<file path="config.mk">
export PLATFORM = sky130hd
export DESIGN_NAME = krf_queue
export DESIGN_NICKNAME = d
export VERILOG_FILES = /design/src/hdl/krf_pkg.sv /design/src/hdl/krf_queue.sv
export VERILOG_INCLUDE_DIRS = /design/src /design/src/hdl
export SDC_FILE = /design/constraint.sdc
export NUM_CORES = 1
export LEC_CHECK = 0
export ABC_AREA = 1
export BUFFER_PORTS_ARGS = -buffer_cell sky130_fd_sc_hd__clkbuf_2
export CAP_MARGIN = 10
export CORE_AREA = 2 2 107 109
export DETAILED_ROUTE_END_ITERATION = 6
export DIE_AREA = 0 0 109 111
export MAX_ROUTING_LAYER = met4
export SLEW_MARGIN = 20
export SYNTH_ARGS = -nofsm -noshare
export SYNTH_HDL_FRONTEND = slang
export SYNTH_SLANG_ARGS = --single-unit
</file>
<file path="constraint.sdc">
create_clock -name clk -period 8.3 [get_ports clk]
set_clock_uncertainty 0.2 [all_clocks]
set_input_delay 0 -clock clk [delete_from_list [all_inputs] [get_ports clk]]
set_output_delay 0 -clock clk [all_outputs]
set_load 0.05 [all_outputs]
</file>
<file path="src/hdl/assert_macros.svh">
// ---------------------------------------------------------------------------
// assert_macros
// Assertion helpers shared by the RTL files.
// ---------------------------------------------------------------------------
`ifndef ASSERT_MACROS_SVH
`define ASSERT_MACROS_SVH

// Plain property, sampled on clk, off while reset is asserted.
`define KRF_ASSERT(label, prop, msg) \
  label: assert property (@(posedge clk) disable iff (!rst_n) (prop)) \
    else $error(msg);

// Implication: whenever cond holds, prop must hold in the same cycle.
`define KRF_ASSERT_IMP(label, cond, prop, msg) \
  label: assert property (@(posedge clk) disable iff (!rst_n) (cond) |-> (prop)) \
    else $error(msg);

`endif

</file>
<file path="src/hdl/krf_pkg.sv">
// ---------------------------------------------------------------------------
// krf_pkg
// Shared types and constants of the k-mer repeat fraction block.
// ---------------------------------------------------------------------------
package krf_pkg;

  localparam int MAX_LEN_DEF    = 4096;
  localparam int MAX_WINDOW_DEF = 32;

  localparam int SYM_W    = 8;
  localparam int CODE_W   = 8;
  localparam int DIST_W   = 9;
  localparam int KEY_W    = 64;
  localparam int WIN_CFG_W = 6;
  localparam int CUT_W    = 13;
  localparam int CFG_W    = 13;
  localparam int CNT_OUT_W = 13;
  localparam int SCORE_W  = 17;
  localparam int FRAC_W   = 16;
  localparam int NUM_SYMS = 256;

  // widest lengths and windows over the whole parameter range
  localparam int LEN_W_MAX = 17;
  localparam int WIN_W_MAX = 7;

  localparam int Q_DEPTH = 2;

  localparam logic [WIN_CFG_W-1:0] WINDOW_RST = 6'd11;
  localparam logic [CUT_W-1:0]     CUTOFF_RST = 13'd2;

  typedef enum logic [0:0] {
    CFG_WINDOW = 1'b0,
    CFG_CUTOFF = 1'b1
  } cfg_idx_t;

  // one finished sequence handed from front to back
  typedef struct packed {
    logic [LEN_W_MAX-1:0] len;
    logic [DIST_W-1:0]    distinct;
    logic [WIN_W_MAX-1:0] window;
    logic [CUT_W-1:0]     cutoff;
    logic                 ovf;
  } desc_t;

  // symbol buffer write request
  typedef struct packed {
    logic                 we;
    logic [LEN_W_MAX-1:0] addr;
    logic [CODE_W-1:0]    data;
  } buf_wr_t;

  typedef enum logic [3:0] {
    BK_IDLE,
    BK_POW,
    BK_KRD,
    BK_KMUL,
    BK_KADD,
    BK_SPASS,
    BK_SBLK,
    BK_SRD,
    BK_SCMP,
    BK_CRD,
    BK_CCMP,
    BK_CFIN,
    BK_DSTART,
    BK_DWAIT,
    BK_OUT
  } bk_state_t;

endpackage

</file>
<file path="src/hdl/krf_queue.sv">
// ---------------------------------------------------------------------------
// krf_queue
// Short descriptor queue between the front and the back.
// ---------------------------------------------------------------------------
`include "assert_macros.svh"

module krf_queue import krf_pkg::*; (
  input  logic  clk,
  input  logic  rst_n,
  input  logic  push,
  input  desc_t push_data,
  input  logic  pop,
  output desc_t head,
  output logic  empty,
  output logic  full
);

  localparam int PW = $clog2(Q_DEPTH);
  localparam int CNTW = $clog2(Q_DEPTH + 1);

  desc_t           mem [Q_DEPTH];
  logic [PW-1:0]   wr_ptr_r, rd_ptr_r;
  logic [CNTW-1:0] cnt_r;

  assign empty = cnt_r == '0;
  assign full  = cnt_r == CNTW'(Q_DEPTH);
  assign head  = mem[rd_ptr_r];

  always_ff @(posedge clk) begin
    if (!rst_n) begin
      wr_ptr_r <= '0;
      rd_ptr_r <= '0;
      cnt_r    <= '0;
    end else begin
      if (push && !full) begin
        wr_ptr_r <= (32'(wr_ptr_r) == Q_DEPTH - 1) ? '0 : wr_ptr_r + PW'(1);
      end
      if (pop && !empty) begin
        rd_ptr_r <= (32'(rd_ptr_r) == Q_DEPTH - 1) ? '0 : rd_ptr_r + PW'(1);
      end
      if ((push && !full) && !(pop && !empty)) begin
        cnt_r <= cnt_r + CNTW'(1);
      end else if (!(push && !full) && (pop && !empty)) begin
        cnt_r <= cnt_r - CNTW'(1);
      end
    end
  end

  always_ff @(posedge clk) begin
    if (push && !full) begin
      mem[wr_ptr_r] <= push_data;
    end
  end

  `KRF_ASSERT_IMP(a_q_no_overrun, push, !full, "descriptor pushed into full queue")
  `KRF_ASSERT_IMP(a_q_no_underrun, pop, !empty, "descriptor popped from empty queue")

endmodule

</file>
# Yosys cells after proc, flatten, opt, wreduce, memory -nomap -nowiden
# Memory sizes are Yosys's and may differ from the RTL's. A register that Yosys moved wholly into a read port is not among the register bits.
# Index checks and enable logic that the tools add are counted.
[classes]
addsub = 4
n_eq_ne = 1
muxes = 8
reduce_logical = 10
[op_table]
columns = ["op", "count"]
rows = [
  ["1-bit 2-to-1 mux", 6],
  ["1-bit logical AND", 4],
  ["1-bit zero test", 4],
  ["2-bit 2-to-1 mux", 2],
  ["1-bit adder (second input constant)", 2],
  ["2-bit by 1-bit adder with 2-bit output (second input constant)", 1],
  ["2-bit == test (second input constant)", 1],
  ["2-bit zero test", 1],
  ["2-bit nonzero test", 1],
  ["2-bit by 1-bit subtractor with 2-bit output (second input constant)", 1],
]
[totals]
ff_bits = 4
ramBits = 94
inputBits = 51
out_inout_bits = 49
wordCells = 27
n_memories = 1
[memory_table]
columns = ["name", "words", "word_bits", "rd", "rd_clocked_by_memory_dff", "write_ports", "line_no", "text"]
rows = [
  ["mem", 2, 47, 1, 1, 1, "krf_queue.sv:21", "desc_t mem [Q_DEPTH];"],
]

# Logic depth before layout (Yosys ltp)
[depth]
ltp_word = 7
ltp_mapped = 10
depth_no_buf = 10

# Least setup slack after synthesis
# No wires, ideal clock.
[synth_path]
path_type = "flip-flop to flip-flop"
start = "register cnt_r[0]"
end = "memory mem[0][0] in the netlist's numbering, enable pin"
setup_time_ns = 0.451
arrival_ns = 2.452
required_ns = 7.649
path_slack_ns = 5.196
stages_incl_launch_ff = 3
path_buffers = 0
synth_period_minus_slack_ns = 3.104
path_cell_list = "dfxtp_1 > o21ai_2 > nor2_1"
[synth_via]
elab_chain_cells = 5
[synth_lines]
columns = ["element", "line_no", "text"]
rows = [
  ["start: declaration", "krf_queue.sv:23", "logic [CNTW-1:0] cnt_r;"],
  ["start signal: assignment", "krf_queue.sv:42", "cnt_r <= cnt_r + CNTW'(1);"],
  ["start signal: assignment", "krf_queue.sv:44", "cnt_r <= cnt_r - CNTW'(1);"],
  ["2-bit == test", "krf_queue.sv:26", "assign full = cnt_r == CNTW'(Q_DEPTH);"],
  ["1-bit zero test", "krf_queue.sv:50", "if (push && !full) begin"],
  ["1-bit logical AND", "krf_queue.sv:50", ""],
  ["1-bit 2-to-1 mux", "krf_queue.sv:50", ""],
  ["1-bit 2-to-1 mux (not written as such)", "krf_queue.sv:51", "mem[wr_ptr_r] <= push_data;"],
  ["end: declaration", "krf_queue.sv:21", ""],
]
# No other way between the ends.

==> impl_results.rst <==
.. list-table::
   :header-rows: 1

   * - Metric
     - Value
   * - Gpl congestion
     - 0.685
   * - Final Max Tran Viols
     - 0
   * - Req. time, crit path
     - 8.10 ns
   * - Capture point of the critical path
     - head[29]
   * - Number of global-route vias before repair
     - roughly 2,200
   * - Number of different library cells in the post-synthesis netlist
     - 15
   * - Power per unit of standard cell area
     - 321 nW/um^2
   * - Worst min-delay path category
     - in -> reg
   * - Startpoint type of the worst setup path
     - flip-flop
   * - TritonCTS Buffers
     - 9
   * - Port Buf Inserts
     - 99
   * - RSZ-0062 raised after global routing
     - no
   * - Setup ws final
     - 5.81 ns
   * - CP peak stage delay
     - roughly 0.8 ns
   * - Post-detailed-routing wire length
     - 6450 um
   * - Largest net degree at the start of global routing
     - 48
   * - Final period demand of the worst path
     - 2.49 ns
   * - Actual slew at the worst max-slew pin
     - 0.722 ns
   * - Capture instance of the worst register-to-register path
     - mem[1][10]
   * - Post-CTS Setup Repair Bufs
     - 0
   * - Initial antenna violation count
     - 0
   * - Global route total overflow
     - 0
   * - Clock latency reported for the late side of the worst-skew pair
     - roughly 0.33 ns
   * - Drt initial violations
     - 41
   * - Clock-pin slew of the registers on the worst-case setup and hold paths
     - 0.06 ns
   * - Growth of design area from synthesis to finish
     - 39.8%
   * - Leak pwr
     - 2.09 nW
   * - Number of max-capacitance violations reported
     - 0
   * - Origin of the critical flop-to-flop path
     - cnt_r[0]
   * - Syn_area_per_cell
     - around 20 sq um
   * - I/O pin total
     - 100
   * - Die ar.
     - 12,100 sq um
   * - Die Height
     - around 110 um
   * - Number of placement rows
     - 39
   * - H-tree depth
     - 3
   * - Nets
     - 394
   * - Placeable core area
     - 11,100 sq um
   * - Hold depth
     - 2
   * - Worst Setup End Kind
     - output pin
   * - Placed instance count
     - around 420
   * - Die span in x
     - 109 um
   * - IR Drop Worst-Case VDD
     - about 0.17 mV
   * - Synthesized net count
     - around 240
   * - Timing-limited maximum frequency
     - 401 MHz
   * - Final Instance Count excl. Fillers
     - 490
   * - Post-route DRC
     - 0
   * - Final instance area
     - 5260 sq um
   * - Clock Root Buffer
     - sky130_fd_sc_hd__clkbuf_16
   * - Sequential-to-total area share from yosys stat
     - 77.7%
   * - Final setup violating endpoints
     - 0
   * - Slowest stage cell on the critical path
     - sky130_fd_sc_hd__dfxtp_2
   * - Final worst path period share
     - 30.0%
   * - Worst Path Arrival
     - 2.29 ns
   * - Share of cells above drive strength 1
     - 48.4%
   * - Count of vias placed by the detailed router
     - 2,091
   * - Cell area after placement
     - 4420 sq um
   * - Result of the run
     - finished, final reports clean
   * - Biggest fanout along the worst timing path
     - 24
   * - Detailed-route wire length per cell
     - 13.2 um
   * - Setup total negative slack
     - 0 ns
   * - Register-to-register setup slack
     - 6.51 ns
   * - Initial Util
     - 33.9%
   * - Global-route usage over all layers
     - 11.8%
   * - Synthesized area
     - 3760 sq um
   * - Worst min-delay path startpoint
     - push_data[37]
   * - Detailed Place HPWL
     - 3850 um
   * - Antenna fix cells
     - 0
   * - Crit path cell chain
     - buf_4 -> mux2_2 -> clkbuf_2
   * - Clk buf depth
     - 2
   * - Number of vias per cell
     - between 4 and 5
   * - Hold-fix buffers, CTS
     - 50
   * - Sinks on Clock Net
     - roughly 100
   * - CTS tree
     - done
   * - Normalized max-slew margin
     - 51.9%
   * - Tightest hold margin
     - 0.191 ns
   * - Depth of the worst register-to-register path
     - 3
   * - Kind of critical path
     - reg -> out
   * - Seq cells post-synth
     - between 90 and 100
   * - Total of warnings raised by yosys
     - 0
   * - Instance count of the mapped netlist
     - 184
   * - Hold Vio Cnt, Final
     - 0
   * - DRT Pass-1 Iters
     - 3
   * - First-pass GRT wire length
     - 10,400 um
   * - Antenna-violating nets left
     - 0
   * - Placement-stage worst setup slack
     - 6.11 ns
   * - # resized after CTS
     - 0
==> cell families (layout without fill, tap and decap cells) <==
group,after synthesis,in the layout,synth area share (%)
compound gates,4,4,0.632
fa+ha+maj,1,1,0.333
buf+inv,14,177,2.23
flops,99,99,77.7
mux,47,47,17.1
simple gates,19,19,2.00
==> sequential cells by signal (all words and copies together) (netlist names), named ones only <==
| signal | count |
|---|---|
| wr_ptr_r | 1 |
| cnt_r | 2 |
| mem | 94 |
| rd_ptr_r | 1 |
==> worst max-delay path: cells and delay by family (launching register included) <==
kind	cells	cell delay, ns
buffers and inverters	2	0.76
muxes	1	0.39
DFF	1	0.80
==> per-layer routing <==
| metal | share of wire (%) | global-route usage (%) | wire, um |
|---|---|---|---|
| met1 | 44 | 13.7 | 2850 |
| met2 | 49 | 19.3 | 3190 |
| met3 | 4.3 | 2.29 | 280 |
| met4 | 2.0 | 5.90 | 131 |
| met5 | 0 | - | 0 |
==> through the flow <==
| step | utilization, % | total power [mW] |
|---|---|---|
| 5_1_grt | 47.5 | 1.76 |
| 6_report | 47.5 | 1.69 |
| 3_3_place_gp | 39.9 | 1.22 |
| 3_5_place_dp | 39.9 | 1.23 |
| 2_1_floorplan | - | 1.12 |
| 4_1_cts | 47.5 | 1.71 |
==> placed cells by master, fill, tap and decap left out <==
cell / Yosys / routed
sky130_fd_sc_hd__inv_1: 9 / 9
sky130_fd_sc_hd__clkbuf_16: 0 / 9
sky130_fd_sc_hd__ha_1: 1 / 1
sky130_fd_sc_hd__nor2_4: 0 / 2
sky130_fd_sc_hd__o21ai_0: 2 / 2
sky130_fd_sc_hd__clkbuf_1: 0 / 1
sky130_fd_sc_hd__dfxtp_1: 5 / 4
sky130_fd_sc_hd__edfxtp_1: 94 / 94
sky130_fd_sc_hd__o21ai_2: 1 / 1
sky130_fd_sc_hd__nand3_1: 1 / 1
sky130_fd_sc_hd__nor2_1: 11 / 9
sky130_fd_sc_hd__mux2_2: 17 / 17
sky130_fd_sc_hd__clkinv_2: 0 / 3
sky130_fd_sc_hd__buf_4: 0 / 3
sky130_fd_sc_hd__bufinv_16: 0 / 3
sky130_fd_sc_hd__dfxtp_2: 0 / 1
sky130_fd_sc_hd__a21oi_1: 1 / 1
sky130_fd_sc_hd__nand4_1: 1 / 1
sky130_fd_sc_hd__clkbuf_2: 0 / 99
sky130_fd_sc_hd__mux2_4: 30 / 30
sky130_fd_sc_hd__nand2_1: 6 / 6
sky130_fd_sc_hd__dlygate4sd3_1: 0 / 50
==> cell usage after synthesis <==
cell type                   n  share of area, %
sky130_fd_sc_hd__edfxtp_1  94                75
sky130_fd_sc_hd__mux2_4    30                12
sky130_fd_sc_hd__mux2_2    17               5.1
sky130_fd_sc_hd__nor2_1    11               1.1
sky130_fd_sc_hd__inv_1      9              0.90
sky130_fd_sc_hd__nand2_1    6              0.60
sky130_fd_sc_hd__dfxtp_1    5               2.7
sky130_fd_sc_hd__buf_6      4               1.2
sky130_fd_sc_hd__o21ai_0    2              0.27
sky130_fd_sc_hd__a21oi_1    1              0.13
sky130_fd_sc_hd__buf_2      1              0.13
sky130_fd_sc_hd__ha_1       1              0.33
sky130_fd_sc_hd__nand3_1    1              0.13
sky130_fd_sc_hd__nand4_1    1              0.17
sky130_fd_sc_hd__o21ai_2    1              0.23
==> worst min path at each step <==
stage	endpoint	slack (ns)
floorplan	mem[0][0]	-0.10
global placement	mem[0][29]	-0.01
detailed placement	mem[0][13]	-0.007
CTS	mem[0][42]	0.18
global route	mem[0][19]	0.19
finish	mem[1][37]	0.19
==> final cells by class <==
cell class / count / area, sq um
clock buffer: 10 / 229
clock inverter: 6 / 105
fill: 957 / 5820
inverter: 9 / 33.8
multi-input combinational: 71 / 768
sequential: 99 / 2920
tap: 143 / 179
timing repair buffer: 152 / 1020
==> report_power, final <==
group          internal, mW  total, mW  switching, mW
Combinational         0.176      0.560          0.384
Clock                 0.293      0.462          0.169
Sequential            0.632      0.667         0.0346
Total                  1.10       1.69          0.587
(Power assumes the default switching activity.)
