File: src/hdl/assert_macros.svh
// ---------------------------------------------------------------------------
// assert_macros
// Assertion helpers shared by the RTL files.
// ---------------------------------------------------------------------------
`ifndef ASSERT_MACROS_SVH
`define ASSERT_MACROS_SVH

// Plain property, sampled on clk, off while reset is asserted.
`define KRF_ASSERT(label, prop, msg) \
  label: assert property (@(posedge clk) disable iff (!rst_n) (prop)) \
    else $error(msg);

// Implication: whenever cond holds, prop must hold in the same cycle.
`define KRF_ASSERT_IMP(label, cond, prop, msg) \
  label: assert property (@(posedge clk) disable iff (!rst_n) (cond) |-> (prop)) \
    else $error(msg);

`endif

File: src/hdl/krf_pkg.sv
// ---------------------------------------------------------------------------
// krf_pkg
// Shared types and constants of the k-mer repeat fraction block.
// ---------------------------------------------------------------------------
package krf_pkg;

  localparam int MAX_LEN_DEF    = 4096;
  localparam int MAX_WINDOW_DEF = 32;

  localparam int SYM_W    = 8;
  localparam int CODE_W   = 8;
  localparam int DIST_W   = 9;
  localparam int KEY_W    = 64;
  localparam int WIN_CFG_W = 6;
  localparam int CUT_W    = 13;
  localparam int CFG_W    = 13;
  localparam int CNT_OUT_W = 13;
  localparam int SCORE_W  = 17;
  localparam int FRAC_W   = 16;
  localparam int NUM_SYMS = 256;

  // widest lengths and windows over the whole parameter range
  localparam int LEN_W_MAX = 17;
  localparam int WIN_W_MAX = 7;

  localparam int Q_DEPTH = 2;

  localparam logic [WIN_CFG_W-1:0] WINDOW_RST = 6'd11;
  localparam logic [CUT_W-1:0]     CUTOFF_RST = 13'd2;

  typedef enum logic [0:0] {
    CFG_WINDOW = 1'b0,
    CFG_CUTOFF = 1'b1
  } cfg_idx_t;

  // one finished sequence handed from front to back
  typedef struct packed {
    logic [LEN_W_MAX-1:0] len;
    logic [DIST_W-1:0]    distinct;
    logic [WIN_W_MAX-1:0] window;
    logic [CUT_W-1:0]     cutoff;
    logic                 ovf;
  } desc_t;

  // symbol buffer write request
  typedef struct packed {
    logic                 we;
    logic [LEN_W_MAX-1:0] addr;
    logic [CODE_W-1:0]    data;
  } buf_wr_t;

  typedef enum logic [3:0] {
    BK_IDLE,
    BK_POW,
    BK_KRD,
    BK_KMUL,
    BK_KADD,
    BK_SPASS,
    BK_SBLK,
    BK_SRD,
    BK_SCMP,
    BK_CRD,
    BK_CCMP,
    BK_CFIN,
    BK_DSTART,
    BK_DWAIT,
    BK_OUT
  } bk_state_t;

endpackage

File: src/hdl/krf_front.sv
// ---------------------------------------------------------------------------
// krf_front
// Takes bytes, assigns codes in order of first appearance, writes the
// code buffer and hands a descriptor on at the end of each sequence.
// ---------------------------------------------------------------------------
module krf_front import krf_pkg::*; #(
  parameter int MAX_LEN    = MAX_LEN_DEF,
  parameter int MAX_WINDOW = MAX_WINDOW_DEF
) (
  input  logic              clk,
  input  logic              rst_n,
  input  logic              cfg_we,
  input  cfg_idx_t          cfg_index,
  input  logic [CFG_W-1:0]  cfg_data,
  input  logic              in_valid,
  output logic              in_stall,
  input  logic [SYM_W-1:0]  in_symbol,
  input  logic              in_last,
  input  logic              buf_busy,
  input  logic              q_empty,
  output logic              q_push,
  output desc_t             q_data,
  output buf_wr_t           bw
);

  localparam int AW = $clog2(MAX_LEN);
  localparam int LW = $clog2(MAX_LEN + 1);

  logic [WIN_CFG_W-1:0] window_r;
  logic [CUT_W-1:0]     cutoff_r;

  logic [NUM_SYMS-1:0] valid_r, valid_nxt;
  logic [DIST_W-1:0]   distinct_r, distinct_nxt;
  logic [LW-1:0]       len_r, len_nxt;
  logic                ovf_r, ovf_nxt;

  logic [CODE_W-1:0] code_mem [NUM_SYMS];
  logic [CODE_W-1:0] code_rd_r;

  logic              s2_v_r, s2_last_r;
  logic              s2_we_r, s2_new_r;
  logic [AW-1:0]     s2_addr_r;
  logic [CODE_W-1:0] s2_ncode_r;
  desc_t             s2_desc_r;

  logic                 accept, room, is_new;
  logic [WIN_W_MAX-1:0] win_clamp;
  desc_t                desc_nxt;

  assign in_stall = s2_last_r || !q_empty || buf_busy;
  assign accept   = in_valid && !in_stall;

  always_comb begin
    room   = len_r < LW'(MAX_LEN);
    is_new = room && !valid_r[in_symbol];

    if (window_r == '0) begin
      win_clamp = WIN_W_MAX'(1);
    end else if (32'(window_r) > MAX_WINDOW) begin
      win_clamp = WIN_W_MAX'(MAX_WINDOW);
    end else begin
      win_clamp = WIN_W_MAX'(window_r);
    end

    valid_nxt    = valid_r;
    distinct_nxt = distinct_r;
    len_nxt      = len_r;
    ovf_nxt      = ovf_r;
    if (accept) begin
      if (room) begin
        len_nxt = len_r + LW'(1);
      end else begin
        ovf_nxt = 1'b1;
      end
      if (is_new) begin
        valid_nxt[in_symbol] = 1'b1;
        distinct_nxt         = distinct_r + DIST_W'(1);
      end
    end

    desc_nxt.len      = LEN_W_MAX'(len_nxt);
    desc_nxt.distinct = distinct_nxt;
    desc_nxt.window   = win_clamp;
    desc_nxt.cutoff   = cutoff_r;
    desc_nxt.ovf      = ovf_nxt;

    // sequence ends: code map and counters start over
    if (accept && in_last) begin
      valid_nxt    = '0;
      distinct_nxt = '0;
      len_nxt      = '0;
      ovf_nxt      = 1'b0;
    end
  end

  always_ff @(posedge clk) begin
    if (!rst_n) begin
      window_r   <= WINDOW_RST;
      cutoff_r   <= CUTOFF_RST;
      valid_r    <= '0;
      distinct_r <= '0;
      len_r      <= '0;
      ovf_r      <= 1'b0;
      s2_v_r     <= 1'b0;
      s2_last_r  <= 1'b0;
    end else begin
      if (cfg_we) begin
        case (cfg_index)
          CFG_WINDOW: window_r <= cfg_data[WIN_CFG_W-1:0];
          CFG_CUTOFF: cutoff_r <= cfg_data[CUT_W-1:0];
          default:    ;
        endcase
      end
      valid_r    <= valid_nxt;
      distinct_r <= distinct_nxt;
      len_r      <= len_nxt;
      ovf_r      <= ovf_nxt;
      s2_v_r     <= accept;
      s2_last_r  <= accept && in_last;
    end
  end

  // second stage payload; the map read is registered and lands in the cycle after the request
  always_ff @(posedge clk) begin
    if (accept) begin
      if (is_new) begin
        code_mem[in_symbol] <= distinct_r[CODE_W-1:0];
      end
      code_rd_r  <= code_mem[in_symbol];
      s2_we_r    <= room;
      s2_new_r   <= is_new;
      s2_addr_r  <= len_r[AW-1:0];
      s2_ncode_r <= distinct_r[CODE_W-1:0];
      s2_desc_r  <= desc_nxt;
    end
  end

  assign bw.we   = s2_v_r && s2_we_r;
  assign bw.addr = LEN_W_MAX'(s2_addr_r);
  assign bw.data = s2_new_r ? s2_ncode_r : code_rd_r;
  assign q_push  = s2_last_r;
  assign q_data  = s2_desc_r;

endmodule

File: config.mk
export PLATFORM = sky130hd
export DESIGN_NAME = krf_front
export DESIGN_NICKNAME = d
export VERILOG_FILES = /design/src/hdl/assert_macros.svh /design/src/hdl/krf_pkg.sv /design/src/hdl/krf_front.sv
export SDC_FILE = /design/constraint.sdc
export NUM_CORES = 2
export LEC_CHECK = 0
export BUFFER_PORTS_ARGS = -buffer_cell sky130_fd_sc_hd__buf_4
export CAP_MARGIN = 40
export CORE_ASPECT_RATIO = 1.4
export CORE_UTILIZATION = 45
export DETAILED_ROUTE_END_ITERATION = 6
export GPL_TIMING_DRIVEN = 0
export SLEW_MARGIN = 10
export SYNTH_ARGS = -nofsm -noshare
export SYNTH_HDL_FRONTEND = slang
export SYNTH_SLANG_ARGS = --single-unit
File: constraint.sdc
create_clock -name clk -period 6.3 [get_ports clk]
set_input_delay 0 -clock clk [delete_from_list [all_inputs] [get_ports clk]]
set_output_delay 0 -clock clk [all_outputs]
set_load 0.005 [all_outputs]
Word-level counts from Yosys, hierarchy flattened. Memories as Yosys holds them, arrays and structs flattened. A register that Yosys moved wholly into a read port is not among the register bits. Index checks and enable logic that the tools add are counted.

Word-level logic and storage cells: 59. Latch bits: 0. Input port bits: 29. Memories kept: 1. Register bits after elaboration: 365. Bits in writable memories: 2048. ROM bits: 0. Output and inout bits: 75.

Bitwise logic cells: 3. Order comparisons: 4. Add/subtract/negate cells: 2. Reductions and logical operators: 16. Eq/ne operators: 0. Shift-type cells: 0. Multiplexer cells: 15. Div/mod/pow operators: 0. Multiply operators: 0.

Memory list: code_mem (depth 256, width 8, read ports 1, clocked after Yosys merged registers in 1, wr ports 1, line krf_front.sv:37) `logic [CODE_W-1:0] code_mem [NUM_SYMS];`.

Operators by type and width (count): 256-bit bitwise OR (1); 13-bit two-way mux (2); 9-bit two-way mux (2); 13-bit by 1-bit adder with 13-bit output, second input constant (1); 13-bit less-than comparator, second input constant (1); 9-bit by 1-bit adder with 9-bit output, second input constant (1); 8-bit by 9-bit less-than comparator with 1-bit output, second input constant (1); 1-bit binary-select mux with 8-bit select (1); 1-bit demux with 8-bit select (1); 8-bit by 1-bit greater-or-equal comparator with 1-bit output, second input constant (1); 8-bit two-way mux (1); 1-bit two-way mux (7); 6-bit greater-than comparator, second input constant (1); 6-bit zero test (1); 6-bit two-way mux (1); 2-bit AND reduction (3); 1-bit logical AND (5); 2-bit OR reduction (2); 1-bit zero test (3); 1-bit logical OR (2); 1-bit inverter (2).

Depth between registers and ports, before layout.
Word-level depth: 7. Mapped depth: 15. Depth with buffers taken out: 8.

Worst setup path before layout. OpenSTA, ideal clock, no wires.

Path type: register -> register. From: register s2_last_r (netlist: q_push). To: memory code_mem[46][0], enable pin. Data arrival time: 4.829 ns. Cell stages (with the launch flop): 10. Setup slack: 1.073 ns. Buffers on the path: 3. Required time: 5.902 ns. Library setup time: 0.398 ns. Clock period less this slack: 5.227 ns. Cell sequence: dfxtp_1 > nor4bb_1 > clkbuf_1 > and2_1 > clkbuf_1 > inv_1 > a211oi_1 > a22oi_1 > buf_2 > nor4_1.

Longest elaborated chain between the ends: 6.

Ends and longest elaborated chain: start: declaration (line krf_front.sv:40) `logic s2_v_r, s2_last_r;`; start signal: assignment (line krf_front.sv:119) `s2_last_r <= accept && in_last;`; 1-bit logical OR (2 in series) (line krf_front.sv:50) `assign in_stall = s2_last_r || !q_empty || buf_busy;`; 1-bit zero test (line krf_front.sv:51) `assign accept = in_valid && !in_stall;`; 1-bit logical AND (line krf_front.sv:51); net accept (line krf_front.sv:46) `logic accept, room, is_new;`; 1-bit two-way mux (line krf_front.sv:125) `if (accept) begin`; 1-bit two-way mux (not written as such) (line krf_front.sv:127) `code_mem[in_symbol] <= distinct_r[CODE_W-1:0];`; end: declaration (line krf_front.sv:37).

The timed path passes the listed nets, and every way through them passes these cells.

Worst setup path in the final report.
From: input port in_symbol[3]. To: memory code_mem[207][3], enable pin.

Longest elaborated chain between the ends: 7.

Ends and longest elaborated chain: start: declaration (line krf_front.sv:17) `input logic [SYM_W-1:0] in_symbol,`; 1-bit binary-select mux with 8-bit select (line krf_front.sv:55) `is_new = room && !valid_r[in_symbol];`; 1-bit two-way mux (not written as such) (line krf_front.sv:55); 1-bit zero test (line krf_front.sv:55); 1-bit logical AND (line krf_front.sv:55); 1-bit two-way mux (line krf_front.sv:126) `if (is_new) begin`; 1-bit two-way mux (line krf_front.sv:125); 1-bit two-way mux (not written as such) (line krf_front.sv:127).

Parallel ways exist; a longest one is shown, timed or not. The select of a mux whose other input is x is not followed.

==> summary.md <==
| Metric | Value |
|---|---|
| Run status | finished with violations |
| Failing checks | setup timing |
| Worst Tran Pin Value | 1.07 ns |
| Setup violators final | 10 |
| Area taken by multi-input logic gates | 23500 sq um |
| Die height | 541 um |
| Most frequent cells in the layout | edfxtp_1, mux4_2, dfxtp_1 |
| Normalized max-slew margin | 28.5% |
| Total GRT Usage | 33.8% |
| Max-slew violation count | 0 |
| VDD IR max | 0.266 mV |
| Dominant cells by area after synthesis | edfxtp_1, mux4_2, dfxtp_1 |
| CTS Root Cell | clkbuf_16 |
| LEAKAGE | 37.7 nW |
| Area growth syn-to-layout | 18.6% |
| Setup ws final | -0.0273 ns |
| Worst setup SP type | input pin |
| Crit-path leading delay family | buffers and inverters |
| Period utilization | 100% |
| Register area | 69700 sq um |
| Synth Register Bits | 2420 |
| Drt drc | 0 |
| PortBufs | 89 |
| Post-route ant nets | 0 |
| Reg clk slew, reported paths | 0.06 ns |
| Die ar. | 209000 sq um |
| H-tree levels | 4 |
| Via count | 51488 |
| Commonest non-fill, non-tap cell in the layout | edfxtp_1 |
| Pwr/cell area | 292 nW/um^2 |
| Worst-Skew Late Latency | 0.91 ns |
| Routed vias/inst | 6.43 |
| Placeable core area | 206000 sq um |
| Crit path DAT | 6.91 ns |
| CTS Buf Count | 223 |
| Placer Congestion | 1.08 |
| Worst path cell trace | buf_2 -> buf_4 -> buf_4 -> buf_2 -> buf_2 -> clkbuf_2 -> buf_2 -> nand2_1 -> nor2_1 -> nand2_1 -> nor3_2 -> buf_4 |
| Most used cell, CP | buf_2 |
| Slowest cell delay on critical path | 0.84 ns |
| Slowest stage cell, crit path | buf_2 |
| Post-CTS Setup Inserts | 0 |
| Largest net degree at the start of global routing | 101 |
| First-pass GRT wire length | 464000 um |
| RSZ-0062 raised after global routing | no |
| Fmax | 158 MHz |
| CTS tree | built |
| Hold Crit Class | input pin to flop |
| HPWL after detailed placement | 263000 um |
| Post-synth EDFFs | 2120 |
| Final Critical Period | 6.33 ns |
| Yosys warning count | 0 |
| Yosys top cell area share | 68.3% |
| Initial Util | 45.3% |
| CP max FO | 10 |
| Count of cell types in the netlist | 61 |
| Fillers | 15718 |
| Nets@finish | 5152 |
| Pwr Total | 0.0323 W |
| Post-Syn Area per Cell | 21.2 sq um |
| Post-Synthesis Cells | 4408 |
| CTS max path bufs | 4 |
| I/O Pins | 104 |
| Critical Path End Type | flop |
| Clock Skews | 0.0550 ns |
| Total of max-cap violations | 0 |
| Buf/Inv on CP | 8 |
| R2R setup slack | 0.52 ns |
| Routed length per instance | 44.0 um |
| WP data required | 6.88 ns |
| Top_reg_cell synth | edfxtp_1 |
| Antenna violations before repair | 36 |
| Cell area after synthesis | 93300 sq um |
| Clk sinks | 2420 |
| Die X | 387 um |
| Starting DRC count in detailed routing | 7310 |
| Drt pass-1 iters | 5 |
| Layout cells sized above 1 | 36.8% |
| WL final | 353000 um |
| FFs w/ async S/R, synth | 0% |
| Post-layout util | 53.8% |
| Dominant cell type by area after synthesis | edfxtp_1 |
| Seq/Total Area, Yosys | 74.7% |
| Number of global-route vias before repair | 50838 |
| CP Class | input pin to flop |
| Fin. Hold Viols | 0 |
| GRT overflow | 0 |
| Placement Rows | 197 |
## metal layers
metal | wire length (um) | vias to the layer above | track usage, %
li1 | - | 19844 | -
met5 | 102 | - | 0
met2 | 168000 | 2955 | 53.9
met4 | 29200 | 14 | 23.8
met1 | 126000 | 27919 | 41.8
met3 | 29700 | 756 | 6.37
## area by class of cell
| cell class | instances | share of cell area (%) |
|---|---|---|
| well taps | 2686 | 3.04 |
| clock inverters | 122 | 1.06 |
| repair buffers | 479 | 4.84 |
| flip-flops and latches | 2420 | 63.0 |
| inverters | 8 | 0.0271 |
| clock buffers | 285 | 5.39 |
| multi-input cells | 1695 | 21.3 |
| diodes | 20 | 0.0452 |
| plain buffers | 294 | 1.34 |
## flip-flops by register name, summed over array words and instances, names as in the netlist, 6 cells and up
name,count
cutoff_r,13
len_r,13
code_mem,2048
q_data,42
code_rd_r,8
s2_addr_r,12
s2_ncode_r,8
valid_r,256
window_r,6
distinct_r,9
## synthesized netlist by cell type, types with 23 or more instances
cell type     n
buf_2        99
and2_1       24
dfxtp_1     300
clkbuf_1    156
nor2_1       43
nand2_1     151
mux2i_1      24
buf_4        23
mux4_2      723
o21a_1      252
nor3_1      245
edfxtp_1   2120
## through the flow
| stage | hold WS [ns] | setup TNS [ns] | worst slack (ns) | std cells | cell area (sq um) |
|---|---|---|---|---|---|
| after floorplan | 0.0927 | 0 | 1.07 | 4417 | 93300 |
| after global placement | 0.238 | -7118.72 | -2.81 | 7192 | 97300 |
| after detailed placement | 0.229 | -135.96 | -0.635 | 7530 | 103000 |
| after CTS | 0.0173 | 0 | 0.310 | 7988 | 111000 |
| after global routing | 0.0805 | 0 | 0.306 | 7995 | 111000 |
| final | 0.0667 | -0.138 | -0.0273 | 8009 | 111000 |
## tightest hold or removal path: cells and delay by family
| family | cells | cell delay (ns) |
|---|---|---|
| simple gates | 2 | 0.18 |
| compound gates | 1 | 0.08 |
| buf+inv | 2 | 0.65 |
## path summary, 6_finish.rpt
path / cells after the start / end / from
hold reg to reg: 0 / q_data[4] / cutoff_r[3]
hold / removal: 5 / cutoff_r[12] / cfg_we
setup / recovery: 12 / code_mem[207][3] / in_symbol[3]
setup reg to reg: 13 / code_mem[117][4] / q_push
## kinds of logic after synthesis
group / count (synthesis) / share of synthesized area (%)
flip-flops: 2420 / 74.7
multiplexers: 760 / 17.9
AND/OR/NAND/NOR: 550 / 2.90
AO/OA/AOI/OAI: 358 / 2.83
buffers and inverters: 302 / 1.53
XOR/XNOR: 15 / 0.141
adder cells (fa/ha/maj): 2 / 0.0268
other: 1 / 0.00402
## report_power, final
| group | total (W) | switching (W) | internal, W |
|---|---|---|---|
| clock network | 0.0135 | 0.00608 | 0.00745 |
| logic | 0.00156 | 0.00111 | 0.000451 |
| registers | 0.0172 | 0.0000153 | 0.0172 |
## repair_timing
item,in CTS,in global routing
hold endpoints to repair,68,0
gates resized for setup,0,0
hold buffers,51,0
Power figures use the tool's default switching activity.
